## config.mk

```make
export PLATFORM = sky130hd
export DESIGN_NAME = pdts_ram
export DESIGN_NICKNAME = d
export VERILOG_FILES = /design/src/sv/pdts_ram.sv
export SDC_FILE = /design/constraint.sdc
export NUM_CORES = 1
export LEC_CHECK = 0
export BUFFER_PORTS_ARGS = -buffer_cell sky130_fd_sc_hd__buf_2
export CORE_MARGIN = 2
export CORE_UTILIZATION = 30
export CTS_CLUSTER_SIZE = 16
export DETAILED_ROUTE_END_ITERATION = 16
export PLACE_DENSITY_LB_ADDON = 0.1
export SYNTH_ARGS = -nofsm -noshare
export SYNTH_HDL_FRONTEND = slang
export SYNTH_SLANG_ARGS = --single-unit
```

## constraint.sdc

```tcl
create_clock -name clock -period 2.7 [get_ports clock]
set_input_delay 0.54 -clock clock [delete_from_list [all_inputs] [get_ports clock]]
set_output_delay 0.54 -clock clock [all_outputs]
set_load 0.01 [all_outputs]
```

## src/sv/pdts_ram.sv

```systemverilog
// Generic single-port-write, single-port-read RAM with registered read data.
// Depends on nothing.
`default_nettype none

module pdts_ram #(
   parameter int WIDTH = 8,
   parameter int DEPTH = 32,
   localparam int AW = (DEPTH > 1) ? $clog2(DEPTH) : 1
) (
   input  wire logic             clock,
   input  wire logic             wr_en,
   input  wire logic [AW-1:0]    wr_addr,
   input  wire logic [WIDTH-1:0] wr_data,
   input  wire logic [AW-1:0]    rd_addr,
   output logic      [WIDTH-1:0] rd_data
);

   logic [WIDTH-1:0] mem [DEPTH];

   always_ff @(posedge clock) begin
      if (wr_en) begin
         mem[wr_addr] <= wr_data;
      end
      rd_data <= mem[rd_addr];
   end

endmodule

`default_nettype wire

```

==> flow_summary_export.csv <==
group,metric,value,unit
global_routing,grt_pass1_wl,35400,microns
place,gp_congestion,0.708,
timing,finalSetupTns,0,ns
floorplan,fp.dieArea,35000,sq um
global_routing,grt_usage,14.1,%
synth,syn_inst,417,
setup_path,slowest_stage,"mux4_2",
setup_path,crit_path_start_kind,"primary input",
setup_path,crit_path_cell_trace,"buf_4 > buf_12 > mux4_2 > mux4_2 > mux2_2",
setup_path,cp.required,3.12,ns
timing,slew_headroom,53.4,%
final_layout,fillers,3088,
cts,post_cts_buffers,0,
floorplan,rows,67,
route,num_vias,4494,
final_layout,fin_nets,519,
power,p_leak,3.75,nW
floorplan,initial_core_util,30.2,%
synth,ys_seq_area_share,78.1,%
synth,synth_area_leaders,"edfxtp_1 76%, mux4_2 18%, dfxtp_1 1.6%",
synth,synth_fp_nets,437,
setup_path,worstPathArrival,2.36,ns
cts,postCtsHoldBufs,0,
place,port_buffers,27,
final_layout,layout_commonest_cell,"edfxtp_1",
final_layout,drive_gt1_share,38.8,%
setup_path,cp_top_family,"multiplexers",
timing,worstMarginPinSlew,0.699,ns
route,wirelength,24000,microns
flow_run,drv_cap,0,
final_layout,syn_to_final_growth,18.4,%
synth,syn_area_per_cell,24.1,sq um
route,drt_first_iter_violations,355,
setup_path,cp_common_cell,"mux4_2",
timing,fmax,515,MHz
power,p_switching,0.00178,W
timing,finalClockSkew,0.00953,ns
cts,cts_root_buf,"clkbuf_16",
cts,cts_resized,0,
place,dp.final_hpwl,15300,microns
setup_path,crit_fanout,15,
power,p_int,0.00678,W
power,seq_power_share,53.5,%
floorplan,pin_count,28,
synth,synthesis.area,10100,sq um
route,dr.pass1.iters,4,
timing,slew_violations,0,
final_layout,n_antenna_cell,0,
synth,yosysTopAreaCell,"edfxtp_1",
global_routing,antenna_found_initial,0,
power,swShare,20.8,%
synth,synth.distinct_cells,15,
power,p_clk_share,41.1,%
global_routing,grt_overflow,0,
timing,period_share,71.9,%
timing,setup_viol,0,
final_layout,layout_common_cells,"256 x edfxtp_1, 80 x mux4_2, 40 x buf_4",
timing,post-route-min-period,1.94,ns
floorplan,core-area,33300,sq um
min_path,hold_class,"primary input to register",
cts,cts_tree,"built",
timing,rsz0062_at_grt,"no",
cts,insertion_delay,0.54,ns
setup_path,crit_type,"primary input to register",
route,avgRoutedWirePerCell,24.8,microns
floorplan,die_x,187,microns
synth,synth_warnings,0,
cts,ctsLongestPathBuffers,3,
synth,synth.top_cell.area_share,76.5,%
setup_path,crit_buf_inv,2,
power,power.density,719,nW/um^2
cts,cts_made_buffers,28,
run_status,outcome,"complete, no violations",
global_routing,grt_pass1_vias,4852,
cts,htree_levels,1,
timing,finalHoldViolCount,0,
route,ant_nets,0,
power,peakVddDrop,0.417,mV
route,drc,0,
synth,ys_seq_elements,264,
floorplan,die-height,187,microns
cts,clk_pin_slew_worst_paths,0.06,ns
power,p_comb_share,5.4,%
power,finalPower,0.00855,W
route,avgViaCountPerCell,4.64,
cts,clock-sinks,264,
setup_path,worst_setup_path_end_kind,"register",
global_routing,grt_max_degree,35,
setup_path,slowest_delay,0.59,ns
registers in the layout (all words and copies together), names as in the netlist:
signal / flops
mem: 256
rd_data: 8
power groups by stage:
stage	logic [W]	clock network, W	registers (W)
floorplan	0.000243	0	0.00466
global placement	0.000471	0	0.00467
detailed placement	0.000479	0	0.00467
CTS	0.000480	0.00362	0.00458
global route	0.000503	0.00378	0.00458
finish	0.000462	0.00351	0.00458
metrics by stage:
step	cell area (sq um)	util [%]	setup WS (ns)	hold slack (ns)	cells
3_5_place_dp	11100	33.2	0.185	0.898	917
2_1_floorplan	10100	-	0.358	0.639	417
4_1_cts	11900	35.8	0.754	0.476	969
5_1_grt	11900	35.8	0.708	0.504	969
6_report	11900	35.8	0.759	0.503	969
3_3_place_gp	11100	33.2	0.178	0.891	917
layer usage:
layer,up-vias,track usage [%],wire [microns]
met4,0,3.27,324
li1,1944,-,-
met3,27,3.32,1680
met2,119,22.0,11200
met5,-,0,0
met1,2404,20.1,10800
synthesized netlist by cell type (all sizes together):
cell and number:
nand3 2, mux2 8, nand2 1, or3b 3, buf 14, nor2 33, mux4 80, or3 1
nand3b 5, clkbuf 6, dfxtp 8, edfxtp 256
cell families after synthesis:
logic type	Yosys count	share of synthesized area (%)
buf+inv	20	1.06
flops	264	78.1
mux	88	18.8
simple gates	45	2.07
worst paths after layout:
path / startpoint / to / slack, ns / cells past startpoint
worst max-delay path: rd_addr[0] / rd_data[3] / 0.76 / 5
worst min-delay path: rd_addr[3] / rd_data[1] / 0.50 / 2
worst max register to register: mem[13][3] / rd_data[3] / 0.84 / 3
worst min register to register: mem[7][5] / rd_data[5] / 0.91 / 3
area by class of cell:
| class | count | area, sq um | share of cell area (%) |
|---|---|---|---|
| clock inverter | 12 | 60.1 | 0.504 |
| multi-input combinational | 133 | 2100 | 17.6 |
| timing repair buffer | 72 | 551 | 4.62 |
| tap | 448 | 561 | 4.71 |
| clock buffer | 40 | 787 | 6.61 |
| sequential | 264 | 7850 | 65.9 |
(Power assumes the default switching activity.)
